### src/rtl/blop_pkg.sv
// Shared constants, types and fixed-point helpers for the binomial lattice pricer.
package blop_pkg;

  localparam int MAX_STEPS = 255;
  localparam int PRICE_W   = 32;
  localparam int STEP_W    = $clog2(MAX_STEPS + 1);
  localparam int Q_W       = 31;

  // node/price chain is one longer than the lattice width; the power chain is not
  localparam int RING_LEN  = MAX_STEPS + 2;
  localparam int POW_LEN   = MAX_STEPS + 1;
  localparam int CYC_W     = $clog2(RING_LEN);
  localparam int EVAL_LAT  = 3;
  localparam int WR_TAP    = RING_LEN - 1 - EVAL_LAT;

  localparam logic [PRICE_W-1:0] ONE_Q30 = PRICE_W'(64'h4000_0000);
  localparam logic [Q_W-1:0]     ONE_Q  = Q_W'(64'h4000_0000);
  localparam logic [63:0]        HALF_Q30 = 64'h2000_0000;

  localparam logic [2:0] REG_UP   = 3'd0;
  localparam logic [2:0] REG_DOWN = 3'd1;
  localparam logic [2:0] REG_PROB = 3'd2;
  localparam logic [2:0] REG_DISC = 3'd3;
  localparam logic [2:0] REG_STEP = 3'd4;
  localparam logic [2:0] REG_MODE = 3'd5;

  typedef struct packed {
    logic               clip;
    logic [PRICE_W-1:0] val;
  } mulq_t;

  // word heading into the evaluation pipeline
  typedef struct packed {
    logic               valid;
    logic               term;
    logic               root;
    logic [PRICE_W-1:0] v_dn;
    logic [PRICE_W-1:0] v_up;
    logic [PRICE_W-1:0] price;
    logic [PRICE_W-1:0] dpow;
  } blop_feed_t;

  typedef struct packed {
    logic               wr;
    logic               root;
    logic               sat;
    logic [PRICE_W-1:0] value;
  } blop_res_t;

  // a times Q2.30 b, rounded to nearest, clipped at all ones
  function automatic mulq_t mulq(input logic [PRICE_W-1:0] a, input logic [PRICE_W-1:0] b);
    logic [63:0] prod;
    logic [63:0] rnd;
    mulq_t       res;
    prod = {32'b0, a} * {32'b0, b};
    rnd  = (prod + HALF_Q30) >> 30;
    res.clip = |rnd[63:PRICE_W];
    res.val  = res.clip ? '1 : rnd[PRICE_W-1:0];
    return res;
  endfunction

endpackage

### src/rtl/blop_pow_cell.sv
// One cell of the power-of-d chain: pushes up while loading, rotates down while pricing.
module blop_pow_cell (
  input  logic                        clk,
  input  logic                        load,
  input  logic                        rot,
  input  logic [blop_pkg::PRICE_W-1:0] from_lo,
  input  logic [blop_pkg::PRICE_W-1:0] from_hi,
  output logic [blop_pkg::PRICE_W-1:0] d
);
  import blop_pkg::*;

  always_ff @(posedge clk) begin
    if (load) begin
      d <= from_lo;
    end else if (rot) begin
      d <= from_hi;
    end
  end

endmodule

### config.mk
export PLATFORM = sky130hd
export DESIGN_NAME = blop_pow_cell
export DESIGN_NICKNAME = d
export VERILOG_FILES = /design/src/rtl/blop_pkg.sv /design/src/rtl/blop_pow_cell.sv
export SDC_FILE = /design/constraint.sdc
export NUM_CORES = 1
export LEC_CHECK = 0
export BUFFER_PORTS_ARGS = -buffer_cell sky130_fd_sc_hd__buf_2
export CORE_ASPECT_RATIO = 1.4
export CORE_UTILIZATION = 45
export DETAILED_ROUTE_END_ITERATION = 6
export PLACE_DENSITY = 0.85
export RECOVER_POWER = 50
export SLEW_MARGIN = 5
export SYNTH_ARGS = -nofsm -noshare
export SYNTH_HDL_FRONTEND = slang
export SYNTH_SLANG_ARGS = --single-unit
### constraint.sdc
create_clock -name clk -period 4.8 [get_ports clk]
set_clock_uncertainty 0.15 [all_clocks]
set_input_delay 0.72 -clock clk [delete_from_list [all_inputs] [get_ports clk]]
set_output_delay 0.72 -clock clk [all_outputs]
set_load 0.02 [all_outputs]
==> qor.yml <==
run_status:
  status: "completed"
logic_synthesis:
  yosys_register_bits: 32
  ys_types: 6
  synth_area_leader_cell: "edfxtp_1"
  yosysTopAreaCellShare_pct: 63.7
  synth_area_um2: 1510
  yosysSeqAreaShare_pct: 63.7
  syn_avg_cell_area_um2: 21.9
  synthCells: 69
  synth.area.top_cells: "edfxtp_1, mux2_4, buf_12"
  syn-num-nets: 136
  yosys_warnings: 0
clock_network:
  cts_max_path_buffers: 2
  cts_num_sinks: 32
  clkSlewWorstSetupHoldPaths_ns: 0.06
  cts_buffers: 5
  cts_tree: "yes"
  cts-root-buf: "clkbuf_8"
  cts_max_level: 2
  cts_setup_buffers: 0
  cts_hold_repair.buffers: 0
  cts_resized: 0
global_routing:
  grt_pass1_vias: 1070
  overflow: 0
  grt_usage_pct: 18.2
  grt_max_degree: 34
  antenna_found_initial: 0
  grt_pass1_wl_um: 4640
worst_setup_path:
  criticalPathCategory: "input port to register"
  crit_path_max_fanout: 33
  cp-start-kind: "input port"
  worst-endpoint-required_ns: 4.56
  critPathTopFamily: "simple AND/OR/NAND/NOR gates"
  worst-path-buf-inv: 2
  cpPeakStageDelay_ns: 0.67
  cp-end-kind: "register"
  slowest_stage: "or2_2"
  crit_chain: "buf_2 > buf_4 > or2_2"
  critPathArrivalTime_ns: 1.90
worst_hold_path:
  hold_class: "input port to register"
  min_from: "from_hi[8]"
  worstHoldEndpoint: "d[8]"
  holdPathStages: 2
place:
  dpl_cell_area_um2: 1980
  portBuffers: 98
  gp_congestion: 0.859
sta:
  tightest_slew_ns: 0.711
  hold_slack_ns: 0.573
  setup_tns_ns: 0
  setup_viol: 0
  fmax_mhz: 468
  period_needed_ns: 2.14
  grt_setup_unrepaired: "no"
  slew_violations: 0
  relSlewSlack_pct: 52.6
  period_share_pct: 44.6
  hold_viol: 0
die:
  die_w_um: 50.9
  fp.dieH_um: 70.5
  initial_utilization_pct: 47.8
  dieArea_um2: 3590
  core_area_um2: 3150
  num_rows: 24
  io_pins: 99
finish:
  layout_commonest_cell: "buf_2"
  largest_register_ffs: 32
  finalInstanceArea_um2: 1970
  fin_nets: 238
  areaGrowthSynthToFinish_pct: 30.5
  reg_top3: "d: 32 flops"
  multi_input_area_um2: 419
  diodes: 0
  most-common-layout-cells: "buf_2, clkbuf_1, edfxtp_1"
  fin_util_pct: 62.4
  final_layout_size_suffix_gt1_share_pct: 52.3
  fill_cells: 297
  regMostFlops: "d"
  seqCellArea_um2: 961
pwr:
  p_leak_uw: 0.000858
  ir_drop_mv: 0.236
  power_uw: 667
  power_density_nw_per_um2: 339
detailed_routing:
  route.detailed.drc: 0
  vias: 983
  wl_per_cell_um: 14.2
  wl_um: 2990
  drtIter0Drc: 19
  firstDrtPassIters: 3
  final_antenna_net_count: 0
  viasPerCell: 4.66
flow_run:
  cap_viol_max_count: 0
[power breakdown]
| group | switching [µW] | internal [µW] | total [µW] |
|---|---|---|---|
| Sequential | 7.28 | 343 | 351 |
| Clock | 89.8 | 101 | 191 |
| Combinational | 73.6 | 52.5 | 126 |
| Total | 171 | 497 | 667 |
[kinds of logic (layout without fill, tap and decap cells)]
family | after synthesis | count (layout) | synth area share, %
flops | 32 | 32 | 63.7
simple gates | 1 | 1 | 0.415
buf+inv | 4 | 107 | 4.73
mux | 32 | 32 | 31.1
[worst max path at each step]
stage,startpoint,to,slack [ns],depth (start not counted)
3_5_place_dp,load,d[15],1.90,3
6_report,load,d[18],2.66,3
5_1_grt,load,d[15],2.55,3
2_1_floorplan,load,d[0],2.52,3
3_3_place_gp,load,d[13],1.99,3
4_1_cts,load,d[15],2.20,3
[Yosys cell counts]
library cell / number
mux2_2: 3
buf_12: 3
or2_1: 1
edfxtp_1: 32
buf_6: 1
mux2_4: 29
[stage by stage]
step | setup slack, ns | cells
5_1_grt | 2.55 | 211
2_1_floorplan | 2.52 | 69
4_1_cts | 2.20 | 211
3_5_place_dp | 1.90 | 203
3_3_place_gp | 1.99 | 203
6_report | 2.66 | 211
[area by class of cell]
class | instances | area share (%)
Clock inverter | 1 | 0.191
Multi-Input combinational cell | 33 | 21.3
Clock buffer | 7 | 3.88
Tap cell | 39 | 2.48
Timing Repair Buffer | 99 | 23.3
Sequential cell | 32 | 48.9
[layer usage]
layer,wire length (µm),GRT usage [%],vias up
met5,0,0,-
met4,110,11.7,0
met3,278,8.06,9
met2,1670,33.0,51
met1,936,14.9,451
li1,-,-,472
No activity file was read; power rests on OpenSTA's default activity.
