===== src/rtl/blop_pkg.sv =====
// Shared constants, types and fixed-point helpers for the binomial lattice pricer.
package blop_pkg;

  localparam int MAX_STEPS = 255;
  localparam int PRICE_W   = 32;
  localparam int STEP_W    = $clog2(MAX_STEPS + 1);
  localparam int Q_W       = 31;

  // node/price chain is one longer than the lattice width; the power chain is not
  localparam int RING_LEN  = MAX_STEPS + 2;
  localparam int POW_LEN   = MAX_STEPS + 1;
  localparam int CYC_W     = $clog2(RING_LEN);
  localparam int EVAL_LAT  = 3;
  localparam int WR_TAP    = RING_LEN - 1 - EVAL_LAT;

  localparam logic [PRICE_W-1:0] ONE_Q30 = PRICE_W'(64'h4000_0000);
  localparam logic [Q_W-1:0]     ONE_Q  = Q_W'(64'h4000_0000);
  localparam logic [63:0]        HALF_Q30 = 64'h2000_0000;

  localparam logic [2:0] REG_UP   = 3'd0;
  localparam logic [2:0] REG_DOWN = 3'd1;
  localparam logic [2:0] REG_PROB = 3'd2;
  localparam logic [2:0] REG_DISC = 3'd3;
  localparam logic [2:0] REG_STEP = 3'd4;
  localparam logic [2:0] REG_MODE = 3'd5;

  typedef struct packed {
    logic               clip;
    logic [PRICE_W-1:0] val;
  } mulq_t;

  // word heading into the evaluation pipeline
  typedef struct packed {
    logic               valid;
    logic               term;
    logic               root;
    logic [PRICE_W-1:0] v_dn;
    logic [PRICE_W-1:0] v_up;
    logic [PRICE_W-1:0] price;
    logic [PRICE_W-1:0] dpow;
  } blop_feed_t;

  typedef struct packed {
    logic               wr;
    logic               root;
    logic               sat;
    logic [PRICE_W-1:0] value;
  } blop_res_t;

  // a times Q2.30 b, rounded to nearest, clipped at all ones
  function automatic mulq_t mulq(input logic [PRICE_W-1:0] a, input logic [PRICE_W-1:0] b);
    logic [63:0] prod;
    logic [63:0] rnd;
    mulq_t       res;
    prod = {32'b0, a} * {32'b0, b};
    rnd  = (prod + HALF_Q30) >> 30;
    res.clip = |rnd[63:PRICE_W];
    res.val  = res.clip ? '1 : rnd[PRICE_W-1:0];
    return res;
  endfunction

endpackage


===== src/rtl/blop_node_cell.sv =====
// One cell of the rotating node-value / node-price chain.
module blop_node_cell (
  input  logic                        clk,
  input  logic                        shift,
  input  logic                        wr_en,
  input  logic [blop_pkg::PRICE_W-1:0] wr_val,
  input  logic [blop_pkg::PRICE_W-1:0] v_in,
  input  logic [blop_pkg::PRICE_W-1:0] p_in,
  output logic [blop_pkg::PRICE_W-1:0] v_out,
  output logic [blop_pkg::PRICE_W-1:0] p_out
);
  import blop_pkg::*;

  always_ff @(posedge clk) begin
    if (shift) begin
      // a finished node overrides the value passing through this cell
      v_out <= wr_en ? wr_val : v_in;
      p_out <= p_in;
    end
  end

endmodule


===== config.mk =====
export PLATFORM = sky130hd
export DESIGN_NAME = blop_node_cell
export DESIGN_NICKNAME = d
export VERILOG_FILES = /design/src/rtl/blop_pkg.sv /design/src/rtl/blop_node_cell.sv
export SDC_FILE = /design/constraint.sdc
export NUM_CORES = 1
export LEC_CHECK = 0
export ABC_AREA = 1
export BUFFER_PORTS_ARGS = -buffer_cell sky130_fd_sc_hd__buf_2
export CAP_MARGIN = 15
export CORE_MARGIN = 1
export CORE_UTILIZATION = 43
export CTS_BUF_LIST = sky130_fd_sc_hd__clkbuf_8
export DETAILED_ROUTE_END_ITERATION = 10
export MAX_ROUTING_LAYER = met4
export PLACE_DENSITY = 0.81
export SLEW_MARGIN = 20
export SYNTH_ARGS = -nofsm -noshare
export SYNTH_HDL_FRONTEND = slang
export SYNTH_SLANG_ARGS = --single-unit

===== constraint.sdc =====
create_clock -name clk -period 1.08 [get_ports clk]
set_input_delay 0.324 -clock clk [delete_from_list [all_inputs] [get_ports clk]]
set_output_delay 0.324 -clock clk [all_outputs]
set_load 0.01 [all_outputs]

==> impl.org <==
** Run status
- Result of the run :: finished with violations
- The final reports fail on setup timing.

** Cells and area
- Signed area change from the synthesized netlist to the final layout :: 43.8%
- Share of layout cells above drive strength 1 :: 0.556
- Fillers :: 398
- In the final design database the tool counted 436 nets.
- Final design instance area without fill :: 0.00347 sq mm
- The number of antenna diodes in the final layout is 0.

** GRT
- Maximum number of pins on one net before global-route repair :: 36
- Via count of the first global-routing pass :: 1848
- The initial antenna violation count was 0.
- Overall overflow remaining after global route :: 0
- The first global-routing pass estimated 8.85 mm of wire.
- GR Util All Layers :: 0.208

** Critical path
- Slowest-stage cell, CP :: edfxtp_1
- Crit start category :: register
- Top delay family on crit path :: flip-flops
- STA puts the critical path data required time at between 0.7 and 0.8 ns.
- Buffer and inverter count on the worst path :: 1
- Along the worst path, the maximum fanout reaches 1.
- Walking the worst path, the cells encountered are buf_2.
- Worst setup EP type :: output port
- Crit Path Category :: reg2out
- Slowest cell delay on critical path :: 0.39 ns
- Data arrives at the worst endpoint at 0.87 ns.

** Worst hold path
- The tightest min-delay check is of the in2reg type.

** Synthesis
- Cell taking the most area after synthesis :: edfxtp_1
- Post-synthesis net count :: around 270
- Most frequent cells after synthesis :: nand2_1, edfxtp_1, nand2_2, buf_6, clkbuf_8
- In this run, distinct cell masters in the synthesized netlist total 7.
- Share of flip-flops with an asynchronous set or reset :: 0
- Number of warnings issued by yosys :: 0
- Post-Syn Area per Cell :: between 10 and 15 sq um
- Cell area after synthesis :: about 0.0024 sq mm
- Counting flops with a built-in enable in the synthesized netlist gives 64.
- Cell with the most instances after synthesis :: nand2_1
- Number of flip-flops and latches in the synthesized netlist :: 64
- Yosys attributes the largest share of cell area to edfxtp_1, nand2_1, nand2_2.
- Seq/Total Area, Yosys :: 0.796
- Of the post-synthesis cell area, the dominant cell type holds 0.796.
- Top FF cell, synth :: edfxtp_1
- Syn Inst Count :: 168

** Floorplanning
- In this run the count of I/O pins placed on the die edge is 163.
- Effective utilization at floorplan :: 0.458
- Die H :: 76.9 microns
- Total core area :: 0.00527 sq mm
- Die Footprint :: 0.00592 sq mm
- Number of placement rows :: 26
- The die is 76.9 microns wide.

** Placed design
- Dpl cell area :: around 0.0033 sq mm
- GP Congestion :: 0.738
- Detailed placement finished with a half-perimeter wire length of 4.19 mm.
- Number of I/O port buffers :: ~160

** Routing
- Via total after detailed routing :: 1837
- Sum of routed wire length over all layers :: around 5.6 mm
- Wire length per cell after detailed routing :: 13.5 microns
- Dividing the detail-routed via count by the number of cells gives around 4.5.
- Count of TritonRoute iterations in the first routing pass :: 4
- After detailed routing, the number of remaining DRC violations is 0.
- Antenna viol nets, final :: 0
- Iter 0 DRT Violations :: 73

** Clock tree
- Post-CTS clock slew at the launch and capture registers of the worst setup and hold paths :: 0.07 ns
- Bufs on Longest Clock Path :: 2
- For this design, the sink count on the clock tree is between 60 and 70.
- Hold bufs inserted after CTS :: 0
- Cts bufs inserted :: 9
- CTS tree :: yes
- The tree is rooted in a clkbuf_8.
- The H-tree was split into 3 levels.

** Run
- Max-cap violations in this run came to 0.

** Timing
- The worst path in the final design needs a cycle of 1.19 ns, including I/O delays and setup.
- The number of pins with negative max-slew slack in the final report came to 0.
- Setup violations remaining at the end of the flow were counted as 64.
- Setup repair after global routing could not meet its margin everywhere.
- In this run the tightest slew margin relative to its limit is 0.864.
- Maximum achievable frequency :: 841 MHz
- Final period utilization :: 1.10
- Hold is met by 0.166 ns.
- Smallest setup slack after layout :: -0.110 ns
- Transition at the pin with the smallest max-transition slack :: 0.204 ns
- The final count of hold timing violations was 0.

** Power and ir drop
- The analysis attributes to cell leakage a power of approximately 0.0017 uW.
- IR analysis of the VDD net gives a maximum drop of 0.000808 V.
- For this design the ratio of total power to cell area is 1630 mW/mm^2.
- Design Power :: 5650 uW
## worst paths after layout
kind   endpoint  slack (ns)      start  cells after the start
min    p_out[4]        0.17    p_in[4]                      1
max   p_out[18]       -0.11  p_out[18]                      1
## layout make-up
| cell class | instances | area (sq um) | share of cell area |
|---|---|---|---|
| multi-input cells | 96 | 385 | 0.111 |
| clock inverters | 7 | 63.8 | 0.0184 |
| flip-flops and latches | 64 | 1920 | 0.554 |
| inverters | 1 | 11.3 | 0.00324 |
| clock buffers | 9 | 124 | 0.0357 |
| repair buffers | 165 | 877 | 0.253 |
| well taps | 70 | 87.6 | 0.0252 |
## power breakdown
| group | internal, uW | leakage, uW | switching (uW) |
|---|---|---|---|
| registers | 2980 | 0.000625 | 49.2 |
| clock network | 1040 | 0.0000978 | 877 |
| logic | 328 | 0.000959 | 380 |
## timing repair
item / CTS / global route
gates cloned: 0 / 0
gates resized for setup: 0 / 1
setup buffers: 0 / 0
endpoints found under the setup margin: 64 / 64
## cell usage in the layout, fill, tap and decap left out
| cell type | netlist | layout |
|---|---|---|
| buf_6 | 3 | 1 |
| inv_1 | 0 | 1 |
| clkinv_1 | 0 | 1 |
| inv_8 | 1 | 1 |
| nand2_2 | 10 | 10 |
| nand2_1 | 86 | 86 |
| clkinvlp_4 | 0 | 1 |
| buf_2 | 0 | 161 |
| clkbuf_8 | 3 | 9 |
| edfxtp_1 | 64 | 64 |
| bufinv_16 | 0 | 1 |
| buf_12 | 1 | 3 |
| clkinv_2 | 0 | 2 |
| clkinv_4 | 0 | 1 |
## cells by family (layout without fill, tap and decap cells)
family,after synthesis,in the layout,synth area share
and+or+nand+nor,96,96,0.160
DFF,64,64,0.796
buffers and inverters,8,182,0.0441
## state kept, by name (all words and copies together) (netlist names)
name / cells
p_out: 32
v_out: 32
## layer usage
layer	wire, microns	track usage	up-vias
met5	0	-	-
met4	131	0.112	0
met1	2110	0.221	825
li1	-	-	904
met3	377	0.0524	13
met2	2960	0.356	95
## per-stage QoR
stage / util / setup TNS (ns) / worst slack, ns / instances
2_1_floorplan: - / 0 / 0.141 / 168
6_report: 0.659 / -4.80 / -0.110 / 412
3_5_place_dp: 0.622 / 0 / 0.0254 / 396
4_1_cts: 0.657 / -6.17 / -0.133 / 412
3_3_place_gp: 0.622 / 0 / 0.0658 / 396
5_1_grt: 0.659 / -7.13 / -0.165 / 412
(Power assumes the default switching activity.)
